===== src/sv/alist_pkg.sv =====
// alist_pkg: shared constants, operation codes and the control/status
// bundles that join the list controller and the list datapath.
// No dependencies.
package alist_pkg;

  localparam int CAPACITY = 64;
  localparam int ADDR_W   = $clog2(CAPACITY);
  localparam int CNT_W    = $clog2(CAPACITY + 1);
  localparam int VAL_W    = 32;
  localparam int POS_W    = 6;
  localparam int FUNC_W   = 3;
  localparam int STAT_W   = 2;

  // Packed stream widths, rounded up to whole bytes
  localparam int IN_BITS  = FUNC_W + VAL_W + POS_W;
  localparam int IN_W     = ((IN_BITS + 7) / 8) * 8;
  localparam int OUT_BITS = 1 + STAT_W + CNT_W + CNT_W;
  localparam int OUT_W    = ((OUT_BITS + 7) / 8) * 8;

  typedef enum logic [FUNC_W-1:0] {
    FN_LIN_FIND = 3'd0,
    FN_BIN_FIND = 3'd1,
    FN_REM_VAL  = 3'd2,
    FN_REM_IDX  = 3'd3,
    FN_APPEND   = 3'd4
  } func_t;

  localparam logic [STAT_W-1:0] ST_OK    = 2'd0;
  localparam logic [STAT_W-1:0] ST_FULL  = 2'd1;
  localparam logic [STAT_W-1:0] ST_RANGE = 2'd2;

  typedef struct packed {
    logic load;       // capture the accepted request
    logic init;       // set up pointers / do append for the captured request
    logic scan;       // one step of the linear walk
    logic bin_issue;  // read the middle entry of the search window
    logic bin_cmp;    // compare the middle entry; flag a hit or shrink the window
    logic finish;     // load the result register
  } cmd_t;

  typedef struct packed {
    func_t func;
    logic  pos_bad;
    logic  scan_done;
    logic  bin_live;
    logic  bin_hit;
    logic  out_free;
  } sts_t;

endpackage


===== src/sv/array_list_engine.sv =====
// array_list_engine: top level of the list engine; unpacks the request
// stream, joins alist_ctrl and alist_dp, packs the result stream.
// Depends on alist_pkg, alist_ctrl, alist_dp.
//
//  Channel   Direction  Ports                               Payload
//  request   in         in_tvalid/in_tready/in_tdata[47:0]  func, value, position
//  result    out        out_tvalid/out_tready/out_tdata[23:0]
//                                                           found, status,
//                                                           removed_count, list_length
//
// Sequence: one request at a time. Linear find, remove by value and remove
//   by index walk entries through the single memory read port, one per
//   cycle. Remove by index walks only the entries above the position; linear
//   find stops at the first match. Binary find runs each halving step as a
//   read of the middle entry (S_BIN_RD) then a compare (S_BIN_CMP); append
//   and unknown operations go straight from dispatch to the result load.
// Reset: rst_n low clears the length to zero and drops any pending result;
//   stored entries are not cleared, only entries below the length are read.
// Stalls: a new request is taken while the previous result still waits in
//   the output register; the engine holds its finished result only while that
//   register is occupied and out_tready is low.
module array_list_engine (
  input  logic                        clk,
  input  logic                        rst_n,
  input  logic                        in_tvalid,
  output logic                        in_tready,
  // [2:0] func, [34:3] value, [40:35] position, [47:41] zero
  input  logic [alist_pkg::IN_W-1:0]  in_tdata,
  output logic                        out_tvalid,
  input  logic                        out_tready,
  // [0] found, [2:1] status, [9:3] removed_count, [16:10] list_length,
  // [23:17] zero
  output logic [alist_pkg::OUT_W-1:0] out_tdata
);
  import alist_pkg::*;

  cmd_t                    cmd;
  sts_t                    sts;
  func_t                   req_func;
  logic signed [VAL_W-1:0] req_value;
  logic [POS_W-1:0]        req_pos;
  logic                    res_found;
  logic [STAT_W-1:0]       res_status;
  logic [CNT_W-1:0]        res_removed;
  logic [CNT_W-1:0]        res_length;

  // Unpack the request; unknown function codes pass through and do nothing
  assign req_func  = func_t'(in_tdata[FUNC_W-1:0]);
  assign req_value = in_tdata[FUNC_W +: VAL_W];
  assign req_pos   = in_tdata[FUNC_W + VAL_W +: POS_W];

  alist_ctrl u_ctrl (
    .clk       (clk),
    .rst_n     (rst_n),
    .in_tvalid (in_tvalid),
    .in_tready (in_tready),
    .sts       (sts),
    .cmd       (cmd)
  );

  alist_dp u_dp (
    .clk         (clk),
    .rst_n       (rst_n),
    .req_func    (req_func),
    .req_value   (req_value),
    .req_pos     (req_pos),
    .cmd         (cmd),
    .sts         (sts),
    .out_tvalid  (out_tvalid),
    .out_tready  (out_tready),
    .res_found   (res_found),
    .res_status  (res_status),
    .res_removed (res_removed),
    .res_length  (res_length)
  );

  // Pack the result, padding to whole bytes
  assign out_tdata = {{(OUT_W - OUT_BITS){1'b0}},
                      res_length, res_removed, res_status, res_found};

endmodule


===== src/sv/alist_ctrl.sv =====
// alist_ctrl: sequencer for the list engine; steps the datapath through
// dispatch, linear walk, halving search and result hand-off.
// Depends on alist_pkg.
module alist_ctrl (
  input  logic              clk,
  input  logic              rst_n,
  input  logic              in_tvalid,
  output logic              in_tready,
  input  alist_pkg::sts_t   sts,
  output alist_pkg::cmd_t   cmd
);
  import alist_pkg::*;

  typedef enum logic [2:0] {
    S_IDLE,
    S_DISP,
    S_SCAN,
    S_BIN_RD,
    S_BIN_CMP,
    S_FIN
  } state_t;

  state_t state_r, state_nxt;

  always_comb begin
    state_nxt = state_r;
    cmd       = '0;
    in_tready = (state_r == S_IDLE);
    case (state_r)
      S_IDLE: begin
        if (in_tvalid) begin
          cmd.load  = 1'b1;
          state_nxt = S_DISP;
        end
      end
      S_DISP: begin
        cmd.init = 1'b1;
        case (sts.func)
          FN_LIN_FIND, FN_REM_VAL: state_nxt = S_SCAN;
          FN_REM_IDX:              state_nxt = sts.pos_bad ? S_FIN : S_SCAN;
          FN_BIN_FIND:             state_nxt = S_BIN_RD;
          default:                 state_nxt = S_FIN;
        endcase
      end
      S_SCAN: begin
        if (sts.scan_done) begin
          state_nxt = S_FIN;
        end else begin
          cmd.scan = 1'b1;
        end
      end
      S_BIN_RD: begin
        if (sts.bin_live) begin
          cmd.bin_issue = 1'b1;
          state_nxt     = S_BIN_CMP;
        end else begin
          state_nxt = S_FIN;
        end
      end
      S_BIN_CMP: begin
        cmd.bin_cmp = 1'b1;
        state_nxt   = sts.bin_hit ? S_FIN : S_BIN_RD;
      end
      S_FIN: begin
        if (sts.out_free) begin
          cmd.finish = 1'b1;
          state_nxt  = S_IDLE;
        end
      end
      default: state_nxt = S_IDLE;
    endcase
  end

  always_ff @(posedge clk) begin
    if (!rst_n) begin
      state_r <= S_IDLE;
    end else begin
      state_r <= state_nxt;
    end
  end

endmodule


===== src/sv/alist_dp.sv =====
// alist_dp: list storage, length, walk pointers, search window and the
// result register of the list engine.
// Depends on alist_pkg; driven by alist_ctrl through cmd_t / sts_t.
module alist_dp (
  input  logic                                 clk,
  input  logic                                 rst_n,
  input  alist_pkg::func_t                     req_func,
  input  logic signed [alist_pkg::VAL_W-1:0]   req_value,
  input  logic        [alist_pkg::POS_W-1:0]   req_pos,
  input  alist_pkg::cmd_t                      cmd,
  output alist_pkg::sts_t                      sts,
  output logic                                 out_tvalid,
  input  logic                                 out_tready,
  output logic                                 res_found,
  output logic        [alist_pkg::STAT_W-1:0]  res_status,
  output logic        [alist_pkg::CNT_W-1:0]   res_removed,
  output logic        [alist_pkg::CNT_W-1:0]   res_length
);
  import alist_pkg::*;

  logic signed [VAL_W-1:0] mem [CAPACITY];

  func_t                   func_r;
  logic signed [VAL_W-1:0] value_r;
  logic [POS_W-1:0]        pos_r;
  logic [CNT_W-1:0]        n_r;
  logic [CNT_W-1:0]        rp_r;
  logic [CNT_W-1:0]        wp_r;
  logic [CNT_W-1:0]        lo_r;
  logic [CNT_W-1:0]        hi_r;      // exclusive upper bound of window
  logic                    dv_r;      // rdata_r holds a walk entry
  logic                    hit_r;
  logic                    comp_r;    // walk compacts the list
  logic [STAT_W-1:0]       st_r;
  logic signed [VAL_W-1:0] rdata_r;

  logic                    out_valid_r;
  logic                    found_r;
  logic [STAT_W-1:0]       status_r;
  logic [CNT_W-1:0]        removed_r;
  logic [CNT_W-1:0]        length_r;

  logic [CNT_W:0]          mid_sum;
  logic [CNT_W-1:0]        mid;
  logic [ADDR_W-1:0]       rd_addr;
  logic                    scan_live;
  logic                    keep;
  logic                    eq;
  logic                    full;
  logic                    we;
  logic [ADDR_W-1:0]       waddr;
  logic signed [VAL_W-1:0] wdata;
  logic [CNT_W-1:0]        removed;
  logic                    found;

  always_comb begin
    scan_live = (rp_r < n_r);
    mid_sum   = ({1'b0, lo_r} + {1'b0, hi_r}) - {{CNT_W{1'b0}}, 1'b1};
    mid       = mid_sum[CNT_W:1];
    rd_addr   = cmd.bin_issue ? mid[ADDR_W-1:0] : rp_r[ADDR_W-1:0];
    eq        = (rdata_r == value_r);
    keep      = (func_r == FN_REM_IDX) || !eq;
    full      = (n_r == CNT_W'(CAPACITY));
    removed   = comp_r ? (n_r - wp_r) : '0;

    we    = 1'b0;
    waddr = wp_r[ADDR_W-1:0];
    wdata = rdata_r;
    if (cmd.init && (func_r == FN_APPEND) && !full) begin
      we    = 1'b1;
      waddr = n_r[ADDR_W-1:0];
      wdata = value_r;
    end else if (cmd.scan && dv_r && comp_r && keep) begin
      we = 1'b1;
    end

    case (func_r)
      FN_LIN_FIND, FN_BIN_FIND: found = hit_r;
      FN_REM_VAL:               found = (removed != '0);
      default:                  found = 1'b0;
    endcase

    sts.func      = func_r;
    sts.pos_bad   = ({1'b0, pos_r} >= n_r);
    sts.scan_done = (!scan_live && !dv_r) || hit_r;
    sts.bin_live  = (lo_r < hi_r);
    sts.bin_hit   = eq;
    sts.out_free  = !out_valid_r || out_tready;
  end

  // Storage: one write and one registered read per cycle
  always_ff @(posedge clk) begin
    if (we) begin
      mem[waddr] <= wdata;
    end
    rdata_r <= mem[rd_addr];
  end

  always_ff @(posedge clk) begin
    if (cmd.load) begin
      func_r  <= req_func;
      value_r <= req_value;
      pos_r   <= req_pos;
      hit_r   <= 1'b0;
      comp_r  <= 1'b0;
      st_r    <= ST_OK;
      dv_r    <= 1'b0;
    end
    if (cmd.init) begin
      dv_r <= 1'b0;
      case (func_r)
        FN_LIN_FIND: begin
          rp_r <= '0;
          wp_r <= '0;
        end
        FN_REM_VAL: begin
          rp_r   <= '0;
          wp_r   <= '0;
          comp_r <= 1'b1;
        end
        FN_REM_IDX: begin
          if (sts.pos_bad) begin
            st_r <= ST_RANGE;
          end else begin
            rp_r   <= CNT_W'(pos_r) + CNT_W'(1);
            wp_r   <= CNT_W'(pos_r);
            comp_r <= 1'b1;
          end
        end
        FN_BIN_FIND: begin
          lo_r <= '0;
          hi_r <= n_r;
        end
        FN_APPEND: begin
          if (full) begin
            st_r <= ST_FULL;
          end
        end
        default: ;
      endcase
    end
    if (cmd.scan) begin
      dv_r <= scan_live;
      if (scan_live) begin
        rp_r <= rp_r + CNT_W'(1);
      end
      if (dv_r) begin
        if (comp_r && keep) begin
          wp_r <= wp_r + CNT_W'(1);
        end
        if (!comp_r && eq) begin
          hit_r <= 1'b1;
        end
      end
    end
    if (cmd.bin_cmp) begin
      if (eq) begin
        hit_r <= 1'b1;
      end else if (rdata_r < value_r) begin
        lo_r <= mid + CNT_W'(1);
      end else begin
        hi_r <= mid;
      end
    end
    if (cmd.finish) begin
      found_r   <= found;
      status_r  <= st_r;
      removed_r <= removed;
      length_r  <= comp_r ? wp_r : n_r;
    end
  end

  // Control state: list length and result valid
  always_ff @(posedge clk) begin
    if (!rst_n) begin
      n_r         <= '0;
      out_valid_r <= 1'b0;
    end else begin
      if (cmd.init && (func_r == FN_APPEND) && !full) begin
        n_r <= n_r + CNT_W'(1);
      end
      if (cmd.finish && comp_r) begin
        n_r <= wp_r;
      end
      if (cmd.finish) begin
        out_valid_r <= 1'b1;
      end else if (out_tready) begin
        out_valid_r <= 1'b0;
      end
    end
  end

  assign out_tvalid  = out_valid_r;
  assign res_found   = found_r;
  assign res_status  = status_r;
  assign res_removed = removed_r;
  assign res_length  = length_r;

endmodule


===== config.mk =====
export PLATFORM = sky130hd
export DESIGN_NAME = array_list_engine
export DESIGN_NICKNAME = d
export VERILOG_FILES = /design/src/sv/alist_pkg.sv /design/src/sv/array_list_engine.sv /design/src/sv/alist_ctrl.sv /design/src/sv/alist_dp.sv
export SDC_FILE = /design/constraint.sdc
export NUM_CORES = 2
export LEC_CHECK = 0
export ABC_AREA = 1
export BUFFER_PORTS_ARGS = -buffer_cell sky130_fd_sc_hd__buf_2
export CORE_ASPECT_RATIO = 0.6
export CORE_MARGIN = 1.5
export CORE_UTILIZATION = 46
export CTS_BUF_LIST = sky130_fd_sc_hd__clkbuf_4 sky130_fd_sc_hd__clkbuf_8
export CTS_CLUSTER_DIAMETER = 100
export DETAILED_ROUTE_END_ITERATION = 10
export PLACE_DENSITY = 0.71
export SLEW_MARGIN = 20
export SYNTH_ARGS = -nofsm -noshare
export SYNTH_HDL_FRONTEND = slang
export SYNTH_SLANG_ARGS = --single-unit

===== constraint.sdc =====
create_clock -name clk -period 5.8 [get_ports clk]
set_clock_uncertainty 0.1 [all_clocks]
set_input_delay 0.58 -clock clk [delete_from_list [all_inputs] [get_ports clk]]
set_output_delay 0.58 -clock clk [all_outputs]
set_load 0.02 [all_outputs]

After elaboration in Yosys (flattened, before gate mapping)
Memories as Yosys holds them, arrays and structs flattened. A register that Yosys moved wholly into a read port is not among the register bits. Cells that the tools add are included. W data, S select, Z words.

Flip-flop bits (word level): 102. Bits in writable memories: 2048. Bits of input ports: 52. Output and inout port bits: 26. Word-level logic and storage cells: 143. Memories: 1.

Memories: u_dp.mem (words 64, width 32, read ports 1, clocked after memory_dff 1, write ports 1, RTL line alist_dp.sv:21) `logic signed [VAL_W-1:0] mem [CAPACITY];`.

Add/sub/neg operators: 8. Magnitude comparators: 4. Equality and inequality tests: 14. Multiplexer cells: 71. Reduce and logical (&&, ||, !) cells: 27.

Operator list (count): $mux W7 (23); $eq A32 B32 Y1 (1); $lt A32 B32 Y1 (1); $mux W32 (1); $mux W1 (29); $add A7 B1 Y7 const B (4); $pmux W7 S2 (2); $pmux W3 S6 (1); $mux W3 (5); $lt A7 B7 Y1 (2); $eq A3 B2 Y1 const B (4); $mux W6 (2); $eq A3 B3 Y1 const B (3); $logic_and A1 B1 Y1 (9); $pmux W3 S3 (1); $add A7 B7 Y8 (1); $mux W2 (4); $sub A8 B1 Y8 const B (1); $add A6 B1 Y7 const B (1); $eq A7 B7 Y1 const B (1); $ge A6 B7 Y1 (1); $reduce_bool A7 Y1 (1); $sub A7 B7 Y7 (1); $eq A3 B1 Y1 const B (2); other kinds (10) (23).

Logic depth before layout (Yosys ltp)
Depth in word-level cells: 13. Mapped depth: 19.

Modules after synthesis
Synthesis repeated with hierarchy kept, for this count alone.

Cell total of the unflattened synthesis: 9774. Area, all modules: 96964.2 um^2.

By module, submodules not included: alist_dp (instances 1, cells each 9713, area an instance 96595.1 um^2); alist_ctrl (instances 1, cells each 52, area an instance 305.3 um^2); array_list_engine (instances 1, cells each 9, area an instance 63.8 um^2).

Least setup slack after synthesis
No wires, ideal clock.

Path type: flip-flop to flip-flop. From: register u_ctrl.state_r[2]. To: memory u_dp.mem[0][31], data pin. Library setup time: 702 ps. Arrival: 3996 ps. Required time: 4998 ps. Slack: 1002 ps. Stages on the path, launching flop included: 9. Path buffers: 3. Clock period less this slack: 4798 ps. Cell sequence: dfxtp_1 nor3_2 nand2_1 inv_1 nand2_1 buf_2 buf_1 clkbuf_1 o21ai_0.

Longest elaborated chain between the ends: 5.

Ends and longest elaborated chain: start, declared (RTL line alist_ctrl.sv:23) `state_t state_r, state_nxt;`; start signal, assigned (RTL line alist_ctrl.sv:78) `state_r <= state_nxt;`; $eq A3 B1 Y1 (RTL line alist_ctrl.sv:29) `case (state_r)`; $mux W1 (RTL line alist_ctrl.sv:29); $logic_and A1 B1 Y1 (2 in series) (RTL line alist_dp.sv:69) `if (cmd.init && (func_r == FN_APPEND) && !full) begin`; $mux W32 (RTL line alist_dp.sv:69); net u_dp.wdata[31] (RTL line alist_dp.sv:52) `logic signed [VAL_W-1:0] wdata;`; end, declared (RTL line alist_dp.sv:21).

The timed path passes the listed nets, and every way through them passes these cells.

Worst setup path in the final report
From: register u_dp.n_r[0]. To: memory u_dp.mem[10][7], enable pin.

Longest elaborated chain between the ends: 13. Elaborated cells on any way between the ends: 17. Classes of those cells: order compare: 1; eq/ne: 1; mux: 7; reduce/logical: 8.

Ends and longest elaborated chain: start, declared (RTL line alist_dp.sv:26) `logic [CNT_W-1:0] n_r;`; start signal, assigned (RTL line alist_dp.sv:180) `n_r <= n_r + CNT_W'(1);`; start signal, assigned (RTL line alist_dp.sv:183) `n_r <= wp_r;`; $lt A7 B7 Y1 (RTL line alist_dp.sv:57) `scan_live = (rp_r < n_r);`; $logic_not A1 Y1 (RTL line alist_dp.sv:85) `sts.scan_done = (!scan_live && !dv_r) || hit_r;`; $logic_and A1 B1 Y1 (RTL line alist_dp.sv:85); $logic_or A1 B1 Y1 (RTL line alist_dp.sv:85); $mux W1 (RTL line alist_ctrl.sv:46) `if (sts.scan_done) begin`; $mux W1 (RTL line alist_ctrl.sv:29); $logic_and A1 B1 Y1 (3 in series) (RTL line alist_dp.sv:73) `end else if (cmd.scan && dv_r && comp_r && keep) begin`; $mux W1 (RTL line alist_dp.sv:73); $mux W1 (RTL line alist_dp.sv:69); $mux W1 (RTL line alist_dp.sv:93) `if (we) begin`; $mux W1 (not written as such) (RTL line alist_dp.sv:94) `mem[waddr] <= wdata;`.

Several ways; a longest one is shown, not always the timed one.

==> reports/results.tsv <==
stage	metric	value	unit
setup_path	cp_num_cells	11	
global_route	antenna_found_initial	17	
clocking	numCtsBuffers	304	
worst_hold_path	min-delay-path-class	input port to flip-flop	
clocking	h-tree-depth	5	
placed_design	port_buffers	63	
logic_synthesis	async_reset_ff_frac	0	
cells_and_area	drive_above_1_share	0.0878	
setup_path	start_kind	flip-flop	
setup_path	cp_top_family	simple AND/OR/NAND/NOR gates	
setup_path	critPathMaxStageDelay	0.82	ns
routing	via_count	68400	
routing	drtPass1Iterations	8	
logic_synthesis	synth_top_area_cell	edfxtp_1	
global_route	grt_usage	0.263	
routing	routedWlPerCell	22.6	um
setup_path	ff2ff_path_depth	11	
cells_and_area	fin_util	0.517	
routing	drt-initial-drc-count	10300	
floorplanning	pin_count	78	
timing	rsz0062_at_grt	false	
setup_path	critical_path_class	flip-flop to flip-flop	
clocking	clock_sinks	2182	
logic_synthesis	ys_ff_latch	2182	
power_and_ir_drop	p_leak	45.0	nW
clocking	holdBufCountCts	44	
run	cap_violations	0	
routing	route.detailed.drc	0	
placed_design	routabilityCongestion	0.947	
power_and_ir_drop	finalPower	55.2	mW
floorplanning	coreArea	207000	sq um
global_route	grt_max_degree	131	
power_and_ir_drop	cellInternalPower	31.5	mW
routing	ant_nets	0	
routing	wl_met1	114000	um
timing	finalSetupViolCount	0	
logic_synthesis	synth_edf_count	2107	
global_route	grt_pass1_vias	63900	
logic_synthesis	synth_cell_types	49	
timing	drv_slew	0	
setup_path	crit_chain	inv_1 -> ha_1 -> nand4_1 -> nand2_4 -> clkinv_1 -> o21ai_0 -> inv_1 -> nor2_1 -> nand2_1 -> nor2_4 -> buf_12	
floorplanning	die_h	357	um
clocking	cts_max_path_buffers	4	
floorplanning	fp.dieW	592	um
setup_path	critical_path_required	6.27	ns
routing	top_layer	met5	
logic_synthesis	netlist_top_cells_area	edfxtp_1 (66%), nand2_1 (10%), nand3_1 (9.8%)	
timing	relSlewSlack	0.193	
setup_path	crit_arrival	5.28	ns
clocking	cts_setup_buffers	0	
logic_synthesis	synth_area	95900	sq um
global_route	grt_pass1_wl	410000	um
power_and_ir_drop	p_sw	23.7	mW
power_and_ir_drop	switching_share	0.429	
timing	finalSetupTns	0	ns
power_and_ir_drop	p_comb_frac	0.418	
worst_hold_path	min_path_cells	2	
floorplanning	initial_core_util	0.464	
cells_and_area	synthToLayoutAreaGrowth	11.4	%
cells_and_area	fin_nets	9705	
clocking	cts_tree	built	
setup_path	cpMostUsedCell	inv_1	
routing	viasPerCell	5.46	
placed_design	hpwl	164000	um
logic_synthesis	ys.flop_type	edfxtp_1	
placed_design	dp_cells	12000	
logic_synthesis	ys_seq_area_frac	0.676	
setup_path	path_max_fanout	19	
logic_synthesis	yosys_warnings	0	
power_and_ir_drop	peakVddDrop	0.504	mV
cells_and_area	fin_cells	12500	
setup_path	cp-end-kind	flip-flop	
clocking	cts-root-buf	clkbuf_8	
setup_path	slowest_stage	o21ai_0	
timing	max_freq	0.208	GHz
power_and_ir_drop	powerDensity	517	nW/um^2
routing	wirelength	283000	um
clocking	clkSlewWorstSetupHoldPaths	0.08	ns
timing	worst_slew_pin_slew	1.21	ns
timing	period_needed	4.82	ns
clocking	clock_latency	0.93	ns
clocking	post_cts_resized	0	
timing	post-route-period-util	0.830	
timing	hold_viol	0	
power_and_ir_drop	clockPowerShare	0.209	
routing	wl_met2	115000	um
floorplanning	fp.dieArea	211000	sq um
floorplanning	rows	129	
logic_synthesis	syn_avg_cell_area	10.2	sq um
routing	dr_wl_met3	44100	um
setup_path	crit_buf_inv	4	
logic_synthesis	synth_top_area_frac	0.660	
run_status	outcome	finished, final reports clean	
power_and_ir_drop	seqPwrFrac	0.374	
global_route	grt.overflow.total	0	
logic_synthesis	netlist_instances	9403	
==> power by group through the flow <==
stage	Combinational (mW)	Sequential, mW	Clock, mW
floorplan	12.5	21.2	0
global placement	21.5	20.9	0
detailed placement	22.0	20.9	0
CTS	22.1	20.6	11.6
global route	24.3	20.6	12.3
finish	23.0	20.6	11.5
==> flip-flops by register name, summed over array words and instances, names as in the netlist <==
| register | count |
|---|---|
| u_dp.n_r | 7 |
| u_dp.wp_r | 7 |
| u_dp.res_length | 7 |
| u_dp.value_r | 32 |
| u_dp.dv_r | 1 |
| u_dp.st_r | 2 |
| u_dp.res_status | 2 |
| u_dp.mem | 2048 |
| u_ctrl.state_r | 3 |
| u_dp.func_r | 3 |
| u_dp.res_found | 1 |
| u_dp.lo_r | 7 |
| u_dp.out_tvalid | 1 |
| u_dp.comp_r | 1 |
| u_dp.hi_r | 7 |
| u_dp.res_removed | 7 |
| u_dp.rdata_r | 32 |
| u_dp.pos_r | 6 |
| u_dp.hit_r | 1 |
| u_dp.rp_r | 7 |
==> metrics by stage <==
stage                     area, sq um  hold WS [ns]  setup slack, ns
final                          107000         0.267            0.983
after global routing           107000         0.248            0.853
after global placement         101000         0.316             1.30
after detailed placement       101000         0.323             1.23
after CTS                      107000         0.188             1.15
after floorplan                 95900         0.309             1.00
==> cells by family after synthesis <==
group                      Yosys count  share of synthesized area
and+or+nand+nor                   4653                      0.208
buffers and inverters             2300                     0.0946
DFF                               2182                      0.676
AOI/OAI and AO/OA                  170                    0.00983
adders and majority gates           75                    0.00994
xor gates and xnor gates            20                    0.00183
muxes                                2                   0.000209
other                                1                  0.0000391
==> final timing paths <==
kind,to,slack [ns],startpoint
hold reg to reg,u_dp.res_status[0],0.35,u_dp.st_r[0]
setup reg to reg,u_dp.mem[10][7],0.98,u_dp.n_r[0]
setup / recovery,u_dp.mem[10][7],0.98,u_dp.n_r[0]
hold / removal,u_dp.pos_r[2],0.27,in_tdata[37]
==> synth_stat cells, types with 2 or more instances <==
| library cell | instances |
|---|---|
| nand2_2 | 3 |
| buf_2 | 308 |
| o21ai_0 | 90 |
| nand2_1 | 2598 |
| o21ai_1 | 3 |
| edfxtp_1 | 2107 |
| mux2i_1 | 2 |
| a21oi_1 | 45 |
| inv_2 | 6 |
| nor3_1 | 15 |
| or2_2 | 7 |
| nor2_1 | 125 |
| clkbuf_1 | 115 |
| nor4_1 | 4 |
| o22ai_1 | 5 |
| o21bai_1 | 2 |
| a31oi_1 | 7 |
| o21ai_4 | 2 |
| nand4_1 | 10 |
| nand3_1 | 1883 |
| inv_1 | 1819 |
| buf_1 | 39 |
| o221ai_1 | 2 |
| xnor2_1 | 7 |
| buf_4 | 10 |
| a22oi_1 | 6 |
| buf_6 | 2 |
| fa_1 | 2 |
| dfxtp_1 | 75 |
| ha_1 | 73 |
| xor2_1 | 13 |
==> cell usage in the layout, fill, tap and decap left out, drive strengths merged, types with 2 or more instances in the layout <==
cell type    synthesis  final
o221ai               2      2
a21oi               46     46
fa                   2      2
conb                 1      7
a22oi                6      6
buf                359    293
ha                  73     73
o22ai                5      5
clkbuf             115    409
nor3                17     17
edfxtp            2107   2107
o21ai               96     96
nand4               10     10
dfxtp               75     75
xnor2                7      7
xor2                13     13
nor2               126    126
inv               1825   1827
nand3             1884   1884
diode                0      2
mux2i                2      2
bufinv               0      2
dlygate4sd3          0     44
nand2             2601   2601
a31oi                7      7
clkinv               1     92
or2                  7      7
nor4                 4      4
clkinvlp             0      8
o21bai               2      2
==> routing by layer <==
layer,global-route usage,up-vias
met4,0.0953,6
li1,-,30900
met5,0,-
met2,0.365,4426
met1,0.380,32500
met3,0.0941,618
==> layout make-up <==
cell class | count | area (sq um)
clock inverter | 103 | 502
fill | 17600 | 99800
sequential | 2182 | 64800
timing repair buffer | 337 | 3200
tap | 2751 | 3440
inverter | 1826 | 6870
antenna | 2 | 5.00
multi-input combinational | 4927 | 23000
clock buffer | 409 | 5030
==> worst register-to-register path: stages, from the launching register on <==
cell and delay, ns:
dfxtp_1 0.40, inv_1 0.30, ha_1 0.20, nand4_1 0.25, nand2_4 0.31, clkinv_1 0.12, o21ai_0 0.82, inv_1 0.23
nor2_1 0.19, nand2_1 0.46, nor2_4 0.77, buf_12 0.28
No activity file was read; power rests on OpenSTA's default activity.
